[config.mk]
export PLATFORM = sky130hd
export DESIGN_NAME = led_matrix_scan_driver
export DESIGN_NICKNAME = d
export VERILOG_FILES = /design/src/hdl/lmsd_pkg.sv /design/src/hdl/lmsd_frame_store.sv /design/src/hdl/led_matrix_scan_driver.sv
export VERILOG_INCLUDE_DIRS = /design/src /design/src/hdl
export SDC_FILE = /design/constraint.sdc
export NUM_CORES = 2
export LEC_CHECK = 0
export BUFFER_PORTS_ARGS = -buffer_cell sky130_fd_sc_hd__buf_2
export CORE_ASPECT_RATIO = 2
export CORE_MARGIN = 10
export CORE_UTILIZATION = 43
export CTS_CLUSTER_SIZE = 40
export DETAILED_ROUTE_END_ITERATION = 8
export PLACE_DENSITY = 0.66
export SLEW_MARGIN = 20
export SYNTH_ARGS = -nofsm -noshare
export SYNTH_HDL_FRONTEND = slang
export SYNTH_SLANG_ARGS = --single-unit
[constraint.sdc]
create_clock -name clk -period 10.38 [get_ports clk]
set_clock_uncertainty 0.2 [all_clocks]
set_input_delay 1.557 -clock clk [delete_from_list [all_inputs] [get_ports clk]]
set_output_delay 1.557 -clock clk [all_outputs]
set_load 0.005 [all_outputs]
[src/hdl/led_matrix_scan_driver_defines.svh]
// led_matrix_scan_driver_defines.svh: assertion macros for the led panel scan driver
// no dependencies; included by the modules that carry assertions
`ifndef LED_MATRIX_SCAN_DRIVER_DEFINES_SVH
`define LED_MATRIX_SCAN_DRIVER_DEFINES_SVH

// same-cycle implication, checked out of reset
`define LMSD_ASSERT_NOW(label, ante, cons, msg) \
  label: assert property (@(posedge clk) disable iff (rst) (ante) |-> (cons)) else $error(msg);

// next-cycle implication, checked out of reset
`define LMSD_ASSERT_NEXT(label, ante, cons, msg) \
  label: assert property (@(posedge clk) disable iff (rst) (ante) |=> (cons)) else $error(msg);

`endif

[src/hdl/lmsd_pkg.sv]
// lmsd_pkg: shared types and constants of the led panel scan driver
// no dependencies; used by lmsd_frame_store and led_matrix_scan_driver
package lmsd_pkg;

  // default panel geometry
  localparam int PANEL_COLUMNS_DEF = 32;
  localparam int PANEL_ROWS_DEF    = 16;

  // item field widths
  localparam int X_W     = 5;
  localparam int Y_W     = 4;
  localparam int COLOR_W = 3;
  localparam int ROWADR_W = 3;
  localparam int DWELL_W = 16;

  // dwell register reset value
  localparam logic [DWELL_W-1:0] DWELL_RESET = 16'd500;

  // action codes
  localparam logic ACTION_FILL = 1'b0;
  localparam logic ACTION_TICK = 1'b1;

  // frame store sequencer modes
  typedef enum logic [1:0] {
    MODE_CLEAR,
    MODE_IDLE,
    MODE_WALK
  } store_mode_t;

endpackage

[src/hdl/lmsd_frame_store.sv]
// lmsd_frame_store: frame store memory with clearing pass, rectangle fill walker
// and scan read port; depends on lmsd_pkg and led_matrix_scan_driver_defines.svh
`include "led_matrix_scan_driver_defines.svh"

module lmsd_frame_store #(
  parameter int PANEL_COLUMNS = lmsd_pkg::PANEL_COLUMNS_DEF,
  parameter int PANEL_ROWS    = lmsd_pkg::PANEL_ROWS_DEF
) (
  input  logic                              clk,
  input  logic                              rst,
  input  logic                              fill_start,
  input  logic [lmsd_pkg::X_W-1:0]          x_first,
  input  logic [lmsd_pkg::Y_W-1:0]          y_first,
  input  logic [lmsd_pkg::X_W-1:0]          x_second,
  input  logic [lmsd_pkg::Y_W-1:0]          y_second,
  input  logic [lmsd_pkg::COLOR_W-1:0]      fill_color,
  input  logic                              scan_rd_en,
  input  logic [$clog2(PANEL_COLUMNS)-1:0]  scan_col,
  input  logic [((PANEL_ROWS/2) > 1 ? $clog2(PANEL_ROWS/2) : 1)-1:0] scan_pair,
  output logic [lmsd_pkg::COLOR_W-1:0]      scan_top,
  output logic [lmsd_pkg::COLOR_W-1:0]      scan_bottom,
  output logic                              busy
);

  localparam int ROW_PAIRS = PANEL_ROWS / 2;
  localparam int ENTRIES   = PANEL_COLUMNS * ROW_PAIRS;
  localparam int ADDR_W    = $clog2(ENTRIES);
  localparam int COL_W     = $clog2(PANEL_COLUMNS);
  localparam int ROW_W     = $clog2(PANEL_ROWS);
  localparam int PAIR_W    = (ROW_PAIRS > 1) ? $clog2(ROW_PAIRS) : 1;
  localparam int CW        = lmsd_pkg::COLOR_W;

  // one entry holds a column of a row pair: top pixel low, bottom pixel high
  logic [2*CW-1:0] mem [ENTRIES];

  lmsd_pkg::store_mode_t mode, mode_next;

  logic [ADDR_W-1:0] clr_addr;
  logic [COL_W-1:0]  wx, x_hi;
  logic [ROW_W-1:0]  wy, y_lo, y_hi;
  logic [CW-1:0]     color;

  // corner clamping and ordering at fill start
  logic [COL_W-1:0] xa, xb;
  logic [ROW_W-1:0] ya, yb;

  assign xa = (32'(x_first) >= PANEL_COLUMNS) ? COL_W'(PANEL_COLUMNS - 1) : COL_W'(x_first);
  assign xb = (32'(x_second) >= PANEL_COLUMNS) ? COL_W'(PANEL_COLUMNS - 1) : COL_W'(x_second);
  assign ya = (32'(y_first) >= PANEL_ROWS) ? ROW_W'(PANEL_ROWS - 1) : ROW_W'(y_first);
  assign yb = (32'(y_second) >= PANEL_ROWS) ? ROW_W'(PANEL_ROWS - 1) : ROW_W'(y_second);

  // walker pixel to entry address and half
  logic              walk_half;
  logic [PAIR_W-1:0] walk_pair;
  logic [ADDR_W-1:0] walk_addr;
  logic              walk_last;

  assign walk_half = (32'(wy) >= ROW_PAIRS);
  assign walk_pair = walk_half ? PAIR_W'(32'(wy) - ROW_PAIRS) : PAIR_W'(wy);
  assign walk_addr = ADDR_W'(ADDR_W'(wx) * ADDR_W'(ROW_PAIRS) + ADDR_W'(walk_pair));
  assign walk_last = (wx == x_hi) && (wy == y_hi);

  // sequencer next mode
  always_comb begin
    mode_next = mode;
    case (mode)
      lmsd_pkg::MODE_CLEAR: begin
        if (clr_addr == ADDR_W'(ENTRIES - 1)) mode_next = lmsd_pkg::MODE_IDLE;
      end
      lmsd_pkg::MODE_IDLE: begin
        if (fill_start) mode_next = lmsd_pkg::MODE_WALK;
      end
      lmsd_pkg::MODE_WALK: begin
        if (walk_last) mode_next = lmsd_pkg::MODE_IDLE;
      end
      default: mode_next = lmsd_pkg::MODE_IDLE;
    endcase
  end

  always_ff @(posedge clk) begin
    if (rst) begin
      mode <= lmsd_pkg::MODE_CLEAR;
    end else begin
      mode <= mode_next;
    end
  end

  // clearing pass address
  always_ff @(posedge clk) begin
    if (rst) begin
      clr_addr <= '0;
    end else if (mode == lmsd_pkg::MODE_CLEAR) begin
      clr_addr <= clr_addr + 1'b1;
    end
  end

  // walker position, column outer, row inner
  always_ff @(posedge clk) begin
    if (mode == lmsd_pkg::MODE_IDLE && fill_start) begin
      wx    <= (xa < xb) ? xa : xb;
      x_hi  <= (xa < xb) ? xb : xa;
      wy    <= (ya < yb) ? ya : yb;
      y_lo  <= (ya < yb) ? ya : yb;
      y_hi  <= (ya < yb) ? yb : ya;
      color <= fill_color;
    end else if (mode == lmsd_pkg::MODE_WALK) begin
      if (wy == y_hi) begin
        wy <= y_lo;
        wx <= wx + 1'b1;
      end else begin
        wy <= wy + 1'b1;
      end
    end
  end

  // write-back stage with forwarding of the entry just written
  logic              wr_valid, wr_half, fwd_hit;
  logic [ADDR_W-1:0] wr_addr;
  logic [CW-1:0]     wr_color;
  logic [2*CW-1:0]   fill_rd_data, fwd_data, old_entry, merged;

  assign old_entry = fwd_hit ? fwd_data : fill_rd_data;
  assign merged    = wr_half ? {wr_color, old_entry[CW-1:0]}
                             : {old_entry[2*CW-1:CW], wr_color};

  always_ff @(posedge clk) begin
    if (rst) begin
      wr_valid <= 1'b0;
      fwd_hit  <= 1'b0;
    end else begin
      wr_valid <= (mode == lmsd_pkg::MODE_WALK);
      fwd_hit  <= (mode == lmsd_pkg::MODE_WALK) && wr_valid && (walk_addr == wr_addr);
    end
  end

  always_ff @(posedge clk) begin
    wr_addr  <= walk_addr;
    wr_half  <= walk_half;
    wr_color <= color;
    fwd_data <= merged;
  end

  // memory write port mux
  logic              mem_we;
  logic [ADDR_W-1:0] mem_waddr;
  logic [2*CW-1:0]   mem_wdata;

  assign mem_we    = (mode == lmsd_pkg::MODE_CLEAR) || wr_valid;
  assign mem_waddr = (mode == lmsd_pkg::MODE_CLEAR) ? clr_addr : wr_addr;
  assign mem_wdata = (mode == lmsd_pkg::MODE_CLEAR) ? '0 : merged;

  // scan read address
  logic [ADDR_W-1:0] scan_addr;
  logic [2*CW-1:0]   scan_rd_data;

  assign scan_addr = ADDR_W'(ADDR_W'(scan_col) * ADDR_W'(ROW_PAIRS) + ADDR_W'(scan_pair));

  // memory: one write port, fill and scan read ports, registered reads
  always_ff @(posedge clk) begin
    if (mem_we) mem[mem_waddr] <= mem_wdata;
    if (mode == lmsd_pkg::MODE_WALK) fill_rd_data <= mem[walk_addr];
    if (scan_rd_en) scan_rd_data <= mem[scan_addr];
  end

  assign scan_top    = scan_rd_data[CW-1:0];
  assign scan_bottom = scan_rd_data[2*CW-1:CW];
  assign busy        = (mode != lmsd_pkg::MODE_IDLE) || wr_valid;

  // checks
  `LMSD_ASSERT_NOW(a_start_idle, fill_start, !busy, "fill started while store busy")
  `LMSD_ASSERT_NOW(a_walk_bounds, mode == lmsd_pkg::MODE_WALK,
    (wx <= x_hi) && (wy >= y_lo) && (wy <= y_hi), "fill walker outside rectangle")
  `LMSD_ASSERT_NOW(a_scan_quiet, scan_rd_en, !busy && !mem_we, "scan read during store update")

endmodule

[src/hdl/led_matrix_scan_driver.sv]
// Scan driver for an RGB LED panel (32x16, 1/8 scan by default) fed from a 3-bit frame
// store. A tick item gives one item of pin levels through the scan read stage and the
// output register; ticks are taken one per cycle while the result side keeps up and no
// fill is in progress; the output register and the scan read stage let a new tick enter
// while a finished item waits. A fill item gives no result and holds the input until the
// frame store is done: the fill walks the rectangle one pixel a cycle through a
// read-modify-write on the frame store, which keeps a row pair's top and bottom pixel in
// one entry. After reset the store clears its PANEL_COLUMNS * PANEL_ROWS / 2 entries
// (256 by default) before the first item is taken; dwell_ticks writes are taken at any time.
// depends on lmsd_pkg, lmsd_frame_store and led_matrix_scan_driver_defines.svh
`include "led_matrix_scan_driver_defines.svh"

module led_matrix_scan_driver #(
  parameter int PANEL_COLUMNS = lmsd_pkg::PANEL_COLUMNS_DEF,
  parameter int PANEL_ROWS    = lmsd_pkg::PANEL_ROWS_DEF
) (
  input  logic                              clk,
  input  logic                              rst,
  // configuration
  input  logic                              cfg_valid,
  output logic                              cfg_ready,
  input  logic [lmsd_pkg::DWELL_W-1:0]      cfg_data,
  // input items
  input  logic                              in_valid,
  output logic                              in_ready,
  input  logic                              action,
  input  logic [lmsd_pkg::X_W-1:0]          x_first,
  input  logic [lmsd_pkg::Y_W-1:0]          y_first,
  input  logic [lmsd_pkg::X_W-1:0]          x_second,
  input  logic [lmsd_pkg::Y_W-1:0]          y_second,
  input  logic [lmsd_pkg::COLOR_W-1:0]      fill_color,
  // result items
  output logic                              out_valid,
  input  logic                              out_ready,
  output logic [lmsd_pkg::ROWADR_W-1:0]     row_address,
  output logic [lmsd_pkg::COLOR_W-1:0]      top_rgb,
  output logic [lmsd_pkg::COLOR_W-1:0]      bottom_rgb,
  output logic                              shift_pulse,
  output logic                              latch_pulse,
  output logic                              blank
);

  localparam int ROW_PAIRS = PANEL_ROWS / 2;
  localparam int COL_W     = $clog2(PANEL_COLUMNS);
  localparam int PAIR_W    = (ROW_PAIRS > 1) ? $clog2(ROW_PAIRS) : 1;
  localparam int DW        = lmsd_pkg::DWELL_W;
  localparam int CW        = lmsd_pkg::COLOR_W;

  // dwell register
  logic [DW-1:0] dwell_ticks;

  assign cfg_ready = 1'b1;

  always_ff @(posedge clk) begin
    if (rst) begin
      dwell_ticks <= lmsd_pkg::DWELL_RESET;
    end else if (cfg_valid && cfg_ready) begin
      dwell_ticks <= cfg_data;
    end
  end

  // handshake and pipeline flow
  logic store_busy;
  logic s1_valid, s1_adv;
  logic tick_accept, fill_accept;

  assign s1_adv      = s1_valid && (!out_valid || out_ready);
  assign in_ready    = !store_busy && (!s1_valid || s1_adv);
  assign tick_accept = in_valid && in_ready && (action == lmsd_pkg::ACTION_TICK);
  assign fill_accept = in_valid && in_ready && (action == lmsd_pkg::ACTION_FILL);

  // scan position
  logic [PAIR_W-1:0] scan_row, scan_row_next, row_wrap;
  logic [COL_W-1:0]  scan_column, scan_column_next;
  logic [DW-1:0]     dwell_count, dwell_count_next, dwell_dec;
  logic              in_dwell, in_dwell_next;
  logic              tick_shift, tick_latch, tick_blank;

  assign dwell_dec = (dwell_count != '0) ? dwell_count - 1'b1 : '0;
  assign row_wrap  = (scan_row == PAIR_W'(ROW_PAIRS - 1)) ? '0 : scan_row + 1'b1;

  // scan step for one tick
  always_comb begin
    scan_row_next    = scan_row;
    scan_column_next = scan_column;
    dwell_count_next = dwell_count;
    in_dwell_next    = in_dwell;
    tick_shift       = 1'b0;
    tick_latch       = 1'b0;
    tick_blank       = 1'b0;
    if (in_dwell) begin
      dwell_count_next = dwell_dec;
      if (dwell_dec == '0) begin
        in_dwell_next    = 1'b0;
        scan_column_next = '0;
        scan_row_next    = row_wrap;
      end
    end else begin
      tick_shift = 1'b1;
      tick_blank = 1'b1;
      if (scan_column == COL_W'(PANEL_COLUMNS - 1)) begin
        tick_latch = 1'b1;
        if (dwell_ticks == '0) begin
          scan_column_next = '0;
          scan_row_next    = row_wrap;
        end else begin
          in_dwell_next    = 1'b1;
          dwell_count_next = dwell_ticks;
        end
      end else begin
        scan_column_next = scan_column + 1'b1;
      end
    end
  end

  always_ff @(posedge clk) begin
    if (rst) begin
      scan_row    <= '0;
      scan_column <= '0;
      dwell_count <= '0;
      in_dwell    <= 1'b0;
    end else if (tick_accept) begin
      scan_row    <= scan_row_next;
      scan_column <= scan_column_next;
      dwell_count <= dwell_count_next;
      in_dwell    <= in_dwell_next;
    end
  end

  // frame store
  logic [CW-1:0] scan_top, scan_bottom;

  lmsd_frame_store #(
    .PANEL_COLUMNS (PANEL_COLUMNS),
    .PANEL_ROWS    (PANEL_ROWS)
  ) u_store (
    .clk         (clk),
    .rst         (rst),
    .fill_start  (fill_accept),
    .x_first     (x_first),
    .y_first     (y_first),
    .x_second    (x_second),
    .y_second    (y_second),
    .fill_color  (fill_color),
    .scan_rd_en  (tick_accept && !in_dwell),
    .scan_col    (scan_column),
    .scan_pair   (scan_row),
    .scan_top    (scan_top),
    .scan_bottom (scan_bottom),
    .busy        (store_busy)
  );

  // read stage: pin levels wait for the pixel read
  localparam int ROWADR_W_T = lmsd_pkg::ROWADR_W;

  logic [31:0]         row_ext;
  logic [ROWADR_W_T-1:0] s1_row;
  logic                s1_shift, s1_latch, s1_blank;

  assign row_ext = 32'(scan_row);

  always_ff @(posedge clk) begin
    if (rst) begin
      s1_valid <= 1'b0;
    end else if (tick_accept) begin
      s1_valid <= 1'b1;
    end else if (s1_adv) begin
      s1_valid <= 1'b0;
    end
  end

  always_ff @(posedge clk) begin
    if (tick_accept) begin
      s1_row   <= row_ext[ROWADR_W_T-1:0];
      s1_shift <= tick_shift;
      s1_latch <= tick_latch;
      s1_blank <= tick_blank;
    end
  end

  // output register
  always_ff @(posedge clk) begin
    if (rst) begin
      out_valid <= 1'b0;
    end else if (s1_adv) begin
      out_valid <= 1'b1;
    end else if (out_ready) begin
      out_valid <= 1'b0;
    end
  end

  always_ff @(posedge clk) begin
    if (s1_adv) begin
      row_address <= s1_row;
      top_rgb     <= s1_shift ? scan_top : '0;
      bottom_rgb  <= s1_shift ? scan_bottom : '0;
      shift_pulse <= s1_shift;
      latch_pulse <= s1_latch;
      blank       <= s1_blank;
    end
  end

  // checks
  `LMSD_ASSERT_NOW(a_dwell_live, in_dwell, dwell_count != '0, "dwell phase with zero count")
  `LMSD_ASSERT_NOW(a_scan_range, 1'b1,
    (32'(scan_column) < PANEL_COLUMNS) && (32'(scan_row) < ROW_PAIRS), "scan position out of range")
  `LMSD_ASSERT_NOW(a_latch_shift, out_valid && latch_pulse, shift_pulse && blank,
    "latch without shift while dark")
  `LMSD_ASSERT_NEXT(a_latch_turn, tick_accept && tick_latch && (dwell_ticks != '0),
    in_dwell && (scan_column == COL_W'(PANEL_COLUMNS - 1)), "latch did not enter dwell")

endmodule
==> flow_summary.yaml <==
global_route:
  grt_usage_pct: 24.5
  grt_pass1_vias: 46800
  grt_overflow: 0
  antenna_found_initial: 6
  grt_pass1_wl_mm: 345
  grt_max_degree: 127
timing:
  min_period_ps: 5560
  rsz0062_at_grt: "no"
  setup_tns_ps: 0
  worst_pin_slew_ps: 1200
  period_share_pct: 53.5
  fmax_ghz: 0.180
  timing.slew.headroom_pct: 19.9
  hold_viol: 0
  setup_viol: 0
  slew_viol_final: 0
  hold_slack_ps: 146
route:
  remaining_drc_errors: 0
  viasPerCell: 6.75
  drt_wl_total_mm: 245
  drt_iter0_drc: 5407
  final_antenna_net_count: 0
  wl_per_cell_um: 36.9
  first_pass_iters: 6
  dr_total_vias: 44900
hold_path:
  hold_depth: 0
  min_from: "u_store.color[0]"
  hold_class: "flop to flop"
clock_tree:
  cts_tree: "done"
  cts.clk_slew.worst_paths_ps: 70
  postCtsSetupBuffers: 0
  clk_latency_ps: 830
  cts.sinks: 1662
  cts-resized-gates: 0
  cts-root-buf: "clkbuf_16"
  clockBufferDepth: 4
  cts_made_buffers: 146
  htreeDepth: 4
  hold_buffers: 0
power_and_ir_drop:
  p_sw_uw: 2600
  clkPwrFrac_pct: 42.5
  p_leak_uw: 0.0261
  switching_share_pct: 20.3
  power.density_nw_per_um2: 152
  comb_power_share_pct: 1.0
  vdd_drop_max_mv: 0.0868
  p_seq_share_pct: 56.5
  internal_power_uw: 10200
logic_synthesis:
  ys_seq_area_share_pct: 64.0
  ys_seq_elements: 1662
  synth_area_leaders: "edfxtp_1, mux4_2, a22oi_1, dfxtp_1, nor2_1"
  async_flop_share_pct: 0
  synth_ff_type: "edfxtp_1"
  synth_cells: 4260
  yosysTopAreaCell: "edfxtp_1"
  netlist_area_um2: 76900
  synth_area_per_cell_um2: 18.0
  yosys_warnings: 0
  syn_nets: 4321
  yosysTopAreaCellShare_pct: 62.1
  synth_edf_count: 1589
  yosysUniqueCellTypes: 71
run:
  maxCapViolations: 0
finish:
  drive_above_1_share_pct: 27.3
  stdcell_count: 6656
  final_common_cell: "edfxtp_1"
  final_area_um2: 84300
  fin_nets: 4289
  syn_to_final_growth_pct: 9.66
  n_fill_cell: 14700
  layout_common_cells: "edfxtp_1, mux4_2, nor2_1"
  final_util_pct: 47.4
worst_setup_path:
  cp_slowest_stage_delay_ps: 890
  crit_cells: 8
  path_cells: "buf_12, buf_4, mux4_2, a22o_1, a221oi_2, o221ai_1, a22oi_1, nand3_1"
  start_kind: "flop"
  critPathSlowestCell: "buf_4"
  critPathLaunch: "scan_row[0]"
  worstPathArrival_ps: 5860
  path_buf_inv: 2
  path_max_fanout: 89
  ff2ff_path_depth: 8
  cp.required_ps: 10680
  r2r-start: "scan_row[0]"
  crit_type: "flop to flop"
  worst_setup_path_end_kind: "flop"
  crit_family: "compound AO/OA/AOI/OAI gates"
placed_design:
  gp_congestion: 0.963
  dp_hpwl_mm: 162
  dp_cells: 6396
  portBuffers: 56
  place_area_um2: 79600
die:
  die_height_um: 618
  die_area_um2: 197000
  initial_core_util_pct: 43.2
  io_pins: 58
  core_um2: 178000
  die_width_um: 319
  fp-row-count: 219
status:
  status: "finished, final reports clean"
-- registers in the layout, indices dropped and copies added, names as in the netlist, 4 cells and up --
name,count
scan_column,5
u_store.scan_rd_data,6
u_store.mem,1536
u_store.fwd_data,6
u_store.fill_rd_data,6
u_store.wr_addr,8
u_store.clr_addr,8
dwell_count,16
u_store.wy,4
u_store.y_hi,4
u_store.wx,5
u_store.y_lo,4
dwell_ticks,16
u_store.x_hi,5
-- worst paths after layout --
| kind | endpoint | slack, ps |
|---|---|---|
| setup / recovery | u_store.scan_rd_data[3] | 4820 |
| hold / removal | u_store.wr_color[0] | 150 |
| setup reg to reg | u_store.scan_rd_data[3] | 4820 |
| hold reg to reg | u_store.wr_color[0] | 150 |
-- power by group through the flow --
stage	logic, uW	registers [uW]	clock network [uW]
6_report	123	7250	5450
5_1_grt	126	7250	5710
4_1_cts	118	7250	5480
3_5_place_dp	118	7400	0
3_3_place_gp	116	7400	0
2_1_floorplan	59.2	7390	0
-- Yosys cell counts (3+ instances only) --
library cell,instances
a22o_1,93
mux2i_1,72
and2_1,21
xnor2_1,25
nor2b_1,26
a41oi_1,3
nor3_1,14
or3_1,11
o21ai_1,11
nor4_1,11
nand4_1,16
nand3_1,48
o211ai_1,7
buf_1,64
xor2_1,12
clkbuf_1,204
buf_4,3
a21oi_1,46
nand3b_1,15
inv_1,21
nand2_1,194
a221o_1,3
buf_2,68
o21ai_0,31
mux4_2,752
and3_1,6
a221oi_1,84
a22oi_1,229
o31ai_1,5
edfxtp_1,1589
nor2_1,347
ha_1,18
mux2_1,3
o22ai_1,5
dfxtp_1,73
a31oi_1,8
o2111ai_1,7
nand2b_1,12
mux2_2,14
o221ai_1,37
a211oi_1,8
a21o_1,4
a32oi_1,3
-- metal layers --
| metal | global-route usage [%] | share of wire, % |
|---|---|---|
| met4 | 21.7 | 11 |
| met3 | 4.62 | 7.2 |
| met2 | 43.7 | 53 |
| met1 | 24.1 | 30 |
| met5 | 0 | 0.0053 |
-- stage by stage --
| stage | total power, uW | worst slack, ps |
|---|---|---|
| 2_1_floorplan | 7450 | 5160 |
| 3_3_place_gp | 7510 | 4860 |
| 3_5_place_dp | 7520 | 4840 |
| 4_1_cts | 12900 | 4810 |
| 5_1_grt | 13100 | 4570 |
| 6_report | 12800 | 4820 |
-- layout make-up --
class                      instances  area [um2]  area share [%]
antenna                            6        15.0          0.0178
clock buffer                     176        3840            4.56
clock inverter                    74         689           0.818
inverter                          24        90.1           0.107
multi-input combinational       2233       26300            31.3
sequential                      1662       49200            58.4
tap                             2320        2900            3.44
timing repair buffer             161        1220            1.45
-- cell families after synthesis --
family / synth area share, %
compound gates: 5.98
flops: 64.0
xor+xnor: 0.422
mux: 23.2
simple gates: 4.17
buf+inv: 1.93
fa+ha+maj: 0.293
other cells: 0.00488
No activity file was read; power rests on OpenSTA's default activity.
